**src/hdl/cds_pkg.sv**
```systemverilog
// cds_pkg: widths, fixed-point constants and helpers of the level smoother
// no dependencies; used by the channel interfaces and the top level
package cds_pkg;

  localparam int FRAC_BITS = 16;

  // field widths
  localparam int LVL_W = FRAC_BITS + 1;
  localparam int DT_W  = FRAC_BITS;
  localparam int ST_W  = 20;
  localparam int THR_W = FRAC_BITS + 1;
  localparam int CFG_W = 20;

  // datapath widths
  localparam int VAL_W  = 52;
  localparam int MAG_W  = VAL_W - 1;
  localparam int MR_W   = 32;
  localparam int PROD_W = MAG_W + MR_W;
  localparam int DIV_W  = 2 * FRAC_BITS + 2;
  localparam int DEN_W  = 41;
  localparam int VEL_W  = 32;

  // constants in fixed point
  localparam logic [LVL_W-1:0] ONE   = LVL_W'(1) << FRAC_BITS;
  localparam logic [ST_W-1:0]  EPS_T = ST_W'(((1 << FRAC_BITS) + 5000) / 10000);
  localparam logic [MR_W-1:0]  C048  = MR_W'((48 * (1 << FRAC_BITS) + 50) / 100);
  localparam logic [MR_W-1:0]  C0235 = MR_W'((235 * (1 << FRAC_BITS) + 500) / 1000);
  localparam logic [32:0]      XCAP  = 33'(256) << FRAC_BITS;

  // register indexes
  localparam logic REG_SMOOTH_TIME   = 1'b0;
  localparam logic REG_LOW_THRESHOLD = 1'b1;

  typedef logic signed [VAL_W-1:0] val_t;

  // magnitude of a signed intermediate
  function automatic logic [MAG_W-1:0] mag(input val_t v);
    val_t a;
    a = v[VAL_W-1] ? -v : v;
    return a[MAG_W-1:0];
  endfunction

endpackage

```
**src/hdl/cds_if.sv**
```systemverilog
// cds_if: valid/ready channels for ticks and smoothed results
// depends on cds_pkg
interface cds_tick_if;
  import cds_pkg::*;
  logic             valid;
  logic             ready;
  logic [LVL_W-1:0] level;
  logic [DT_W-1:0]  tick_time;
  modport source (output valid, level, tick_time, input ready);
  modport sink (input valid, level, tick_time, output ready);
endinterface

interface cds_result_if;
  import cds_pkg::*;
  logic             valid;
  logic             ready;
  logic [LVL_W-1:0] smoothed_level;
  logic             low_flag;
  logic             low_changed;
  modport source (output valid, smoothed_level, low_flag, low_changed, input ready);
  modport sink (input valid, smoothed_level, low_flag, low_changed, output ready);
endinterface

```
**src/hdl/critically_damped_smoother.sv**
```systemverilog
// critically_damped_smoother: spring smoother with low-level flag, Q16
// zero tick time or zero smoothing time go straight from idle to the final state;
// otherwise the bit-serial multiply/divide unit runs (up to two 34-bit-quotient
// divisions and ten shift-add multiplies that end once the multiplier runs out)
// throughput: one request at a time; the next is taken while a result waits
// reset (rst, synchronous): registers to defaults, value/velocity/flag cleared
module critically_damped_smoother
  import cds_pkg::*;
(
  input  logic            clk,
  input  logic            rst,
  input  logic            cfg_write_en,
  input  logic            cfg_index,
  input  logic [CFG_W-1:0] cfg_data,
  cds_tick_if.sink        tick,
  cds_result_if.source    smooth
);

  localparam logic [3:0] S_IDLE  = 4'd0;
  localparam logic [3:0] S_OMEGA = 4'd1;
  localparam logic [3:0] S_X     = 4'd2;
  localparam logic [3:0] S_X2    = 4'd3;
  localparam logic [3:0] S_X3    = 4'd4;
  localparam logic [3:0] S_C1    = 4'd5;
  localparam logic [3:0] S_C2    = 4'd6;
  localparam logic [3:0] S_EX    = 4'd7;
  localparam logic [3:0] S_M1    = 4'd8;
  localparam logic [3:0] S_M2    = 4'd9;
  localparam logic [3:0] S_M3    = 4'd10;
  localparam logic [3:0] S_M4    = 4'd11;
  localparam logic [3:0] S_M5    = 4'd12;
  localparam logic [3:0] S_FIN   = 4'd13;

  localparam int CNT_W = $clog2(DIV_W + 1);

  // configuration and persistent state
  logic [ST_W-1:0]         smooth_time;
  logic [THR_W-1:0]        low_threshold;
  logic [LVL_W-1:0]        trailing;
  logic signed [VEL_W-1:0] vel;
  logic                    was_low;

  // per-request registers
  logic [3:0]       state;
  logic             run;
  logic [LVL_W-1:0] tgt;
  logic [LVL_W-1:0] cur;
  logic [DT_W-1:0]  dt;
  logic [ST_W-1:0]  st_eff;
  logic             low;
  logic             changed;
  logic [31:0]      omega;
  logic [32:0]      x;
  logic [32:0]      x2;
  logic [40:0]      x3;
  logic [DEN_W-1:0] dsum;
  logic [16:0]      ex;
  val_t             change;
  val_t             sum1;
  val_t             temp;
  val_t             sum2;
  val_t             nv;

  // shared serial unit
  logic [PROD_W-1:0] mc;
  logic [PROD_W-1:0] acc;
  logic [MR_W-1:0]   mr;
  logic              neg;
  logic [DIV_W-1:0]  num;
  logic [DEN_W-1:0]  den;
  logic [DEN_W-1:0]  rem;
  logic [DIV_W-1:0]  quo;
  logic [CNT_W-1:0]  cnt;

  // unit operand selection per step
  logic              op_div;
  logic [MAG_W-1:0]  op_a;
  logic [MR_W-1:0]   op_b;
  logic              op_neg;
  logic [DIV_W-1:0]  op_num;
  logic [DEN_W-1:0]  op_den;
  val_t              ct_sum;

  assign ct_sum = change + temp;

  always_comb begin
    op_div = 1'b0;
    op_a   = '0;
    op_b   = '0;
    op_neg = 1'b0;
    op_num = '0;
    op_den = '0;
    unique case (state)
      S_OMEGA: begin
        op_div = 1'b1;
        op_num = DIV_W'(1) << (2 * FRAC_BITS + 1);
        op_den = DEN_W'(st_eff);
      end
      S_X: begin
        op_a = MAG_W'(omega);
        op_b = MR_W'(dt);
      end
      S_X2: begin
        op_a = MAG_W'(x);
        op_b = x[MR_W-1:0];
      end
      S_X3: begin
        op_a = MAG_W'(x2);
        op_b = x[MR_W-1:0];
      end
      S_C1: begin
        op_a = MAG_W'(x2);
        op_b = C048;
      end
      S_C2: begin
        op_a = MAG_W'(x3);
        op_b = C0235;
      end
      S_EX: begin
        op_div = 1'b1;
        op_num = DIV_W'(1) << (2 * FRAC_BITS);
        op_den = dsum;
      end
      S_M1: begin
        op_a   = MAG_W'(omega);
        op_b   = MR_W'(mag(change));
        op_neg = change[VAL_W-1];
      end
      S_M2: begin
        op_a   = mag(sum1);
        op_b   = MR_W'(dt);
        op_neg = sum1[VAL_W-1];
      end
      S_M3: begin
        op_a   = mag(temp);
        op_b   = omega;
        op_neg = temp[VAL_W-1];
      end
      S_M4: begin
        op_a   = mag(sum2);
        op_b   = MR_W'(ex);
        op_neg = sum2[VAL_W-1];
      end
      S_M5: begin
        op_a   = mag(ct_sum);
        op_b   = MR_W'(ex);
        op_neg = ct_sum[VAL_W-1];
      end
      default: ;
    endcase
  end

  // unit results and done
  logic [MAG_W-1:0] mul_mag;
  val_t             mul_res;
  logic [DEN_W:0]   div_shift;
  logic             div_ge;
  logic             unit_done;

  assign mul_mag   = acc[FRAC_BITS +: MAG_W];
  assign mul_res   = neg ? -val_t'({1'b0, mul_mag}) : val_t'({1'b0, mul_mag});
  assign div_shift = {rem, num[DIV_W-1]};
  assign div_ge    = div_shift >= {1'b0, den};
  assign unit_done = op_div ? (cnt == CNT_W'(DIV_W)) : (mr == '0);

  // input clamp and flag
  logic [LVL_W-1:0] lvl_c;
  logic             low_now;

  assign lvl_c   = (tick.level > ONE) ? ONE : tick.level;
  assign low_now = lvl_c <= low_threshold;

  // change clamped to twice the smoothing time
  val_t diff;
  val_t maxc;

  assign diff = val_t'(trailing) - val_t'(tgt);
  assign maxc = val_t'({st_eff, 1'b0});

  // final combine: output and overshoot; saturation follows in the last multiply state
  val_t outv;
  val_t out_fin;
  val_t nv_fin;
  logic overshoot;

  assign outv      = val_t'(cur) - change + mul_res;
  assign overshoot = (tgt > cur) == (outv > val_t'(tgt));
  assign out_fin   = overshoot ? val_t'(tgt) : outv;
  assign nv_fin    = overshoot ? '0 : nv;

  assign tick.ready = (state == S_IDLE);

  // configuration writes
  always_ff @(posedge clk) begin
    if (rst) begin
      smooth_time   <= ST_W'(13107);
      low_threshold <= THR_W'(19661);
    end else if (cfg_write_en) begin
      unique case (cfg_index)
        REG_SMOOTH_TIME:   smooth_time   <= cfg_data[ST_W-1:0];
        REG_LOW_THRESHOLD: low_threshold <= cfg_data[THR_W-1:0];
        default: ;
      endcase
    end
  end

  // sequencer and shared unit
  always_ff @(posedge clk) begin
    if (rst) begin
      state        <= S_IDLE;
      run          <= 1'b0;
      trailing     <= '0;
      vel          <= '0;
      was_low      <= 1'b0;
      smooth.valid <= 1'b0;
    end else begin
      // result taken; the final state loads the next one itself
      if (smooth.valid && smooth.ready && (state != S_FIN)) begin
        smooth.valid <= 1'b0;
      end
      unique case (state)
        S_IDLE: begin
          if (tick.valid) begin
            tgt     <= lvl_c;
            cur     <= trailing;
            dt      <= tick.tick_time;
            st_eff  <= (smooth_time < EPS_T) ? EPS_T : smooth_time;
            low     <= low_now;
            changed <= low_now != was_low;
            was_low <= low_now;
            run     <= 1'b0;
            if (tick.tick_time == '0) begin
              state <= S_FIN;
            end else if (smooth_time == '0) begin
              trailing <= lvl_c;
              vel      <= '0;
              state    <= S_FIN;
            end else begin
              state <= S_OMEGA;
            end
          end
        end
        S_FIN: begin
          if (!smooth.valid || smooth.ready) begin
            smooth.valid          <= 1'b1;
            smooth.smoothed_level <= trailing;
            smooth.low_flag       <= low;
            smooth.low_changed    <= changed;
            state                 <= S_IDLE;
          end
        end
        default: begin
          if (!run) begin
            // load the unit
            run <= 1'b1;
            mc  <= PROD_W'(op_a);
            mr  <= op_b;
            acc <= '0;
            neg <= op_neg;
            num <= op_num;
            den <= op_den;
            rem <= '0;
            quo <= '0;
            cnt <= '0;
            if (state == S_OMEGA) begin
              change <= (diff > maxc) ? maxc : ((diff < -maxc) ? -maxc : diff);
            end
          end else if (!unit_done) begin
            // one step: shift-add or restoring subtract
            if (op_div) begin
              num <= num << 1;
              cnt <= cnt + CNT_W'(1);
              if (div_ge) begin
                rem <= DEN_W'(div_shift - {1'b0, den});
                quo <= {quo[DIV_W-2:0], 1'b1};
              end else begin
                rem <= div_shift[DEN_W-1:0];
                quo <= {quo[DIV_W-2:0], 1'b0};
              end
            end else begin
              if (mr[0]) begin
                acc <= acc + mc;
              end
              mc <= mc << 1;
              mr <= mr >> 1;
            end
          end else begin
            run <= 1'b0;
            unique case (state)
              S_OMEGA: begin
                omega <= quo[31:0];
                state <= S_X;
              end
              S_X: begin
                x <= mul_res[32:0];
                if (mul_res[32:0] > XCAP) begin
                  ex    <= '0;
                  state <= S_M1;
                end else begin
                  state <= S_X2;
                end
              end
              S_X2: begin
                x2    <= mul_res[32:0];
                state <= S_X3;
              end
              S_X3: begin
                x3    <= mul_res[40:0];
                state <= S_C1;
              end
              S_C1: begin
                dsum  <= DEN_W'(ONE) + DEN_W'(x) + mul_res[DEN_W-1:0];
                state <= S_C2;
              end
              S_C2: begin
                dsum  <= dsum + mul_res[DEN_W-1:0];
                state <= S_EX;
              end
              S_EX: begin
                ex    <= quo[16:0];
                state <= S_M1;
              end
              S_M1: begin
                sum1  <= val_t'(vel) + mul_res;
                state <= S_M2;
              end
              S_M2: begin
                temp  <= mul_res;
                state <= S_M3;
              end
              S_M3: begin
                sum2  <= val_t'(vel) - mul_res;
                state <= S_M4;
              end
              S_M4: begin
                nv    <= mul_res;
                state <= S_M5;
              end
              S_M5: begin
                // saturate velocity to 32 bits and value to 0..1
                if (nv_fin > val_t'(32'sh7FFFFFFF)) begin
                  vel <= 32'sh7FFFFFFF;
                end else if (nv_fin < -val_t'(33'sh080000000)) begin
                  vel <= 32'sh80000000;
                end else begin
                  vel <= nv_fin[VEL_W-1:0];
                end
                if (out_fin < 0) begin
                  trailing <= '0;
                end else if (out_fin > val_t'(ONE)) begin
                  trailing <= ONE;
                end else begin
                  trailing <= out_fin[LVL_W-1:0];
                end
                state <= S_FIN;
              end
              default: state <= S_IDLE;
            endcase
          end
        end
      endcase
    end
  end

endmodule

```
**src/flat_wrapper.sv**
```systemverilog
// flat-port wrapper written by rule: the top's interface ports become plain ports
module critically_damped_smoother_flat import cds_pkg::*;
  (clk, rst, cfg_write_en, cfg_index, cfg_data, tick_valid, tick_level, tick_tick_time, tick_ready, smooth_valid, smooth_smoothed_level, smooth_low_flag, smooth_low_changed, smooth_ready);
  cds_tick_if tick_i ();
  cds_result_if smooth_i ();
  input  logic clk;
  input  logic rst;
  input  logic cfg_write_en;
  input  logic cfg_index;
  input  logic [CFG_W-1:0] cfg_data;
  input wire logic [$bits(tick_i.valid)-1:0] tick_valid;
  input wire logic [$bits(tick_i.level)-1:0] tick_level;
  input wire logic [$bits(tick_i.tick_time)-1:0] tick_tick_time;
  output wire logic [$bits(tick_i.ready)-1:0] tick_ready;
  output wire logic [$bits(smooth_i.valid)-1:0] smooth_valid;
  output wire logic [$bits(smooth_i.smoothed_level)-1:0] smooth_smoothed_level;
  output wire logic [$bits(smooth_i.low_flag)-1:0] smooth_low_flag;
  output wire logic [$bits(smooth_i.low_changed)-1:0] smooth_low_changed;
  input wire logic [$bits(smooth_i.ready)-1:0] smooth_ready;
  assign tick_i.valid = tick_valid;
  assign tick_i.level = tick_level;
  assign tick_i.tick_time = tick_tick_time;
  assign tick_ready = tick_i.ready;
  assign smooth_valid = smooth_i.valid;
  assign smooth_smoothed_level = smooth_i.smoothed_level;
  assign smooth_low_flag = smooth_i.low_flag;
  assign smooth_low_changed = smooth_i.low_changed;
  assign smooth_i.ready = smooth_ready;
  critically_damped_smoother u_core (.clk(clk), .rst(rst), .cfg_write_en(cfg_write_en), .cfg_index(cfg_index), .cfg_data(cfg_data), .tick(tick_i), .smooth(smooth_i));
endmodule
```
**config.mk**
```make
export PLATFORM = sky130hd
export DESIGN_NAME = critically_damped_smoother_flat
export DESIGN_NICKNAME = d
export VERILOG_FILES = /design/src/hdl/cds_pkg.sv /design/src/hdl/cds_if.sv /design/src/hdl/critically_damped_smoother.sv /design/src/flat_wrapper.sv
export SDC_FILE = /design/constraint.sdc
export NUM_CORES = 2
export LEC_CHECK = 0
export BUFFER_PORTS_ARGS = -buffer_cell sky130_fd_sc_hd__buf_2
export CORE_MARGIN = 1
export CORE_UTILIZATION = 60
export CTS_CLUSTER_SIZE = 14
export DETAILED_ROUTE_END_ITERATION = 10
export GPL_TIMING_DRIVEN = 0
export PLACE_DENSITY_LB_ADDON = 0.15
export SLEW_MARGIN = 40
export SYNTH_ARGS = -nofsm -noshare
export SYNTH_HDL_FRONTEND = slang
export SYNTH_SLANG_ARGS = --single-unit
```
**constraint.sdc**
```tcl
create_clock -name clk -period 18 [get_ports clk]
set_input_delay 0.9 -clock clk [delete_from_list [all_inputs] [get_ports clk]]
set_output_delay 0.9 -clock clk [all_outputs]
set_load 0.01 [all_outputs]
```
==> impl_metrics.toml <==
[status]
status = "completed"

[min_path]
whs_endpoint = "u_core.dt[5]"
min_path_type = "in -> reg"
whs_path_depth = 1
hp-start = "tick_tick_time[5]"

[setup_path]
rr_startpoint = "u_core.acc[25]"
cp_slowest_cell = "clkinv_1"
start_kind = "flop"
crit_required_ps = 18630
cp.arrival_ps = 11530
ff2ff_setup_slack_ps = 7110
path_delay_family = "simple AND/OR/NAND/NOR gates"
timing.rr.end = "u_core.vel[23]"
cp_slowest_stage_delay_ps = 1060
critPathMaxFanout = 10
end_kind = "flop"
startpoint = "u_core.acc[25]"
critPathMostFrequentCell = "or3_1"
rr_worst_depth = 28
crit_buf_inv = 3
crit_type = "reg -> reg"

[power_and_ir_drop]
p_sw_mw = 5.88
swShare_pct = 46.9
power_mw = 12.5
p_int_mw = 6.66
combPwrFrac_pct = 55.9
power.density_nw_per_um2 = 174
power_leakage_nw = 27.9
p_seq_share_pct = 26.6
worst_ir_drop_vdd_uv = 138
p_clk_share_pct = 17.5

[sta]
hold_viol_final = 0
tightest_slew_ps = 1040
whs_ps = 369
max_freq_mhz = 91.8
rsz0062_at_grt = "false"
setup_ws_ps = 7110
slew_viol_final = 0
post-route-min-period_ps = 10890
worst_clock_skew_ps = 40.4
maxSlewHeadroom_pct = 30.0
setup-violations-final = 0
finalCritPeriodShare_pct = 60.5
setup_tns_ps = 0

[synth]
ys.flop_type = "edfxtp_1"
synth_top_area_share_pct = 38.2
synth_seq_cells = 917
synthCells = 6663
synth.most_common_cell = "edfxtp_1"
synth_cell_type_count = 99
synth_common_cells = "edfxtp_1 (824), ha_1 (521), nor2_1 (505), nand2_1 (489), a21oi_1 (468)"
synth_edf_count = 824
synthTopCellsByArea = "edfxtp_1 (38%), ha_1 (10%), xnor2_1 (5.3%)"
syn_nets = 7267
ys_seq_area_share_pct = 41.1
synth.yosys.warnings = 0
synth_top_cell_by_area = "edfxtp_1"
synth-async-reset-ratio_pct = 0
syn_area_um2 = 64800
syn_area_per_cell_um2 = 9.72

[route]
drt_iter0_drc = 8441
drt_drc_violations_left = 0
wirelength_mm = 233
postRouteAntennaNets = 0
first_pass_iters = 9
wl_per_cell_um = 27.6
viasPerCell = 6.68
routed-via-count = 56400

[clocking]
path_clk_slew_ps = 60
clk_latency_ps = 720
cts_tree = "yes"
htree_levels = 3
cts_root_buffer = "clkbuf_16"
cts_buffers = 102
hold_buffers = 0
cts_max_path_buffers = 3
post-cts-setup-buffers = 0
clock_sinks = 917
ctsResizeCount = 0

[placement]
io_buffer_count = 78
dp.cells = 8236
dp_slack_ps = 7700
place.gp.congestion = 1.06
place_area_um2 = 68400
hpwl_mm = 186

[global_route]
grt_pass1_wl_mm = 335
grt_usage_pct = 41.7
antenna_found_initial = 17
grt_pass1_vias = 51600
grt-ovfl-total = 0
grt_max_degree = 43

[die]
die_width_um = 331
die_h_um = 331
start_util_pct = 60.5
rows = 120
io_pins = 80
die-area_um2 = 109000
coreArea_um2 = 107000

[layout]
finalInstanceArea_um2 = 72000
drive_gt1_share_pct = 7.42
final_nets = 7543
final_util_pct = 67.3
syn2layout_area_growth_pct = 11.2
finalNonFillerCells = 8434

[flow_run]
drv_cap = 0
[layout by cell type, fill, tap and decap left out, drive strengths merged, types with 122 or more instances in the layout]
cell / count
clkbuf: 408
ha: 521
edfxtp: 824
inv: 353
xor2: 231
buf: 197
a21o: 181
xnor2: 393
nand2: 490
a21oi: 468
nor2: 505
and2: 122
o21ai: 436
[power groups by stage]
stage	combinational [mW]	sequential [mW]	clock, mW
2_1_floorplan	4.44	3.21	0
3_3_place_gp	6.36	3.39	0
3_5_place_dp	6.70	3.35	0
4_1_cts	6.75	3.31	2.19
5_1_grt	7.46	3.35	2.27
6_report	7.01	3.34	2.19
[how the worst max path moves through the flow]
stage | to | slack, ps | cells after the start
final | u_core.vel[23] | 7110 | 28
after global routing | u_core.vel[6] | 6860 | 28
after CTS | u_core.vel[23] | 7620 | 29
after detailed placement | u_core.vel[2] | 7700 | 29
after global placement | u_core.vel[1] | 7100 | 31
after floorplan | u_core.trailing[10] | 9880 | 29
[per-layer routing]
metal | GRT usage [%] | vias up | wire length [um]
met1 | 57.7 | 26900 | 93100
met5 | 0.174 | - | 72
met2 | 59.5 | 3382 | 94800
li1 | - | 25400 | -
met3 | 11.2 | 658 | 29800
met4 | 22.1 | 10 | 15000
[cell type report]
cell class / instances / area (um^2)
antenna: 5 / 12.5
buffer: 307 / 1210
clock buffer: 126 / 2730
clock inverter: 65 / 753
fill: 8477 / 35100
inverter: 347 / 1300
multi-input combinational: 5092 / 36200
sequential: 917 / 26600
tap: 1403 / 1760
timing repair buffer: 172 / 1440
[cell families after synthesis]
group,count (synthesis),share of synthesized area [%]
AO/OA/AOI/OAI,1901,19.5
XOR/XNOR,624,8.47
adder cells (fa/ha/maj),546,10.8
buffers and inverters,654,3.86
flip-flops,917,41.1
multiplexers,98,1.56
AND/OR/NAND/NOR,1923,14.7
[flip-flops by register name, indices dropped and copies added, names as in the netlist, 33 cells and up]
name,count
u_core.dsum,41
u_core.nv,52
u_core.den,41
u_core.x2,33
u_core.mc,67
u_core.x,33
u_core.rem,41
u_core.x3,41
u_core.acc,67
u_core.temp,52
u_core.sum1,52
u_core.change,39
u_core.sum2,52
No activity file was read; power rests on OpenSTA's default activity.
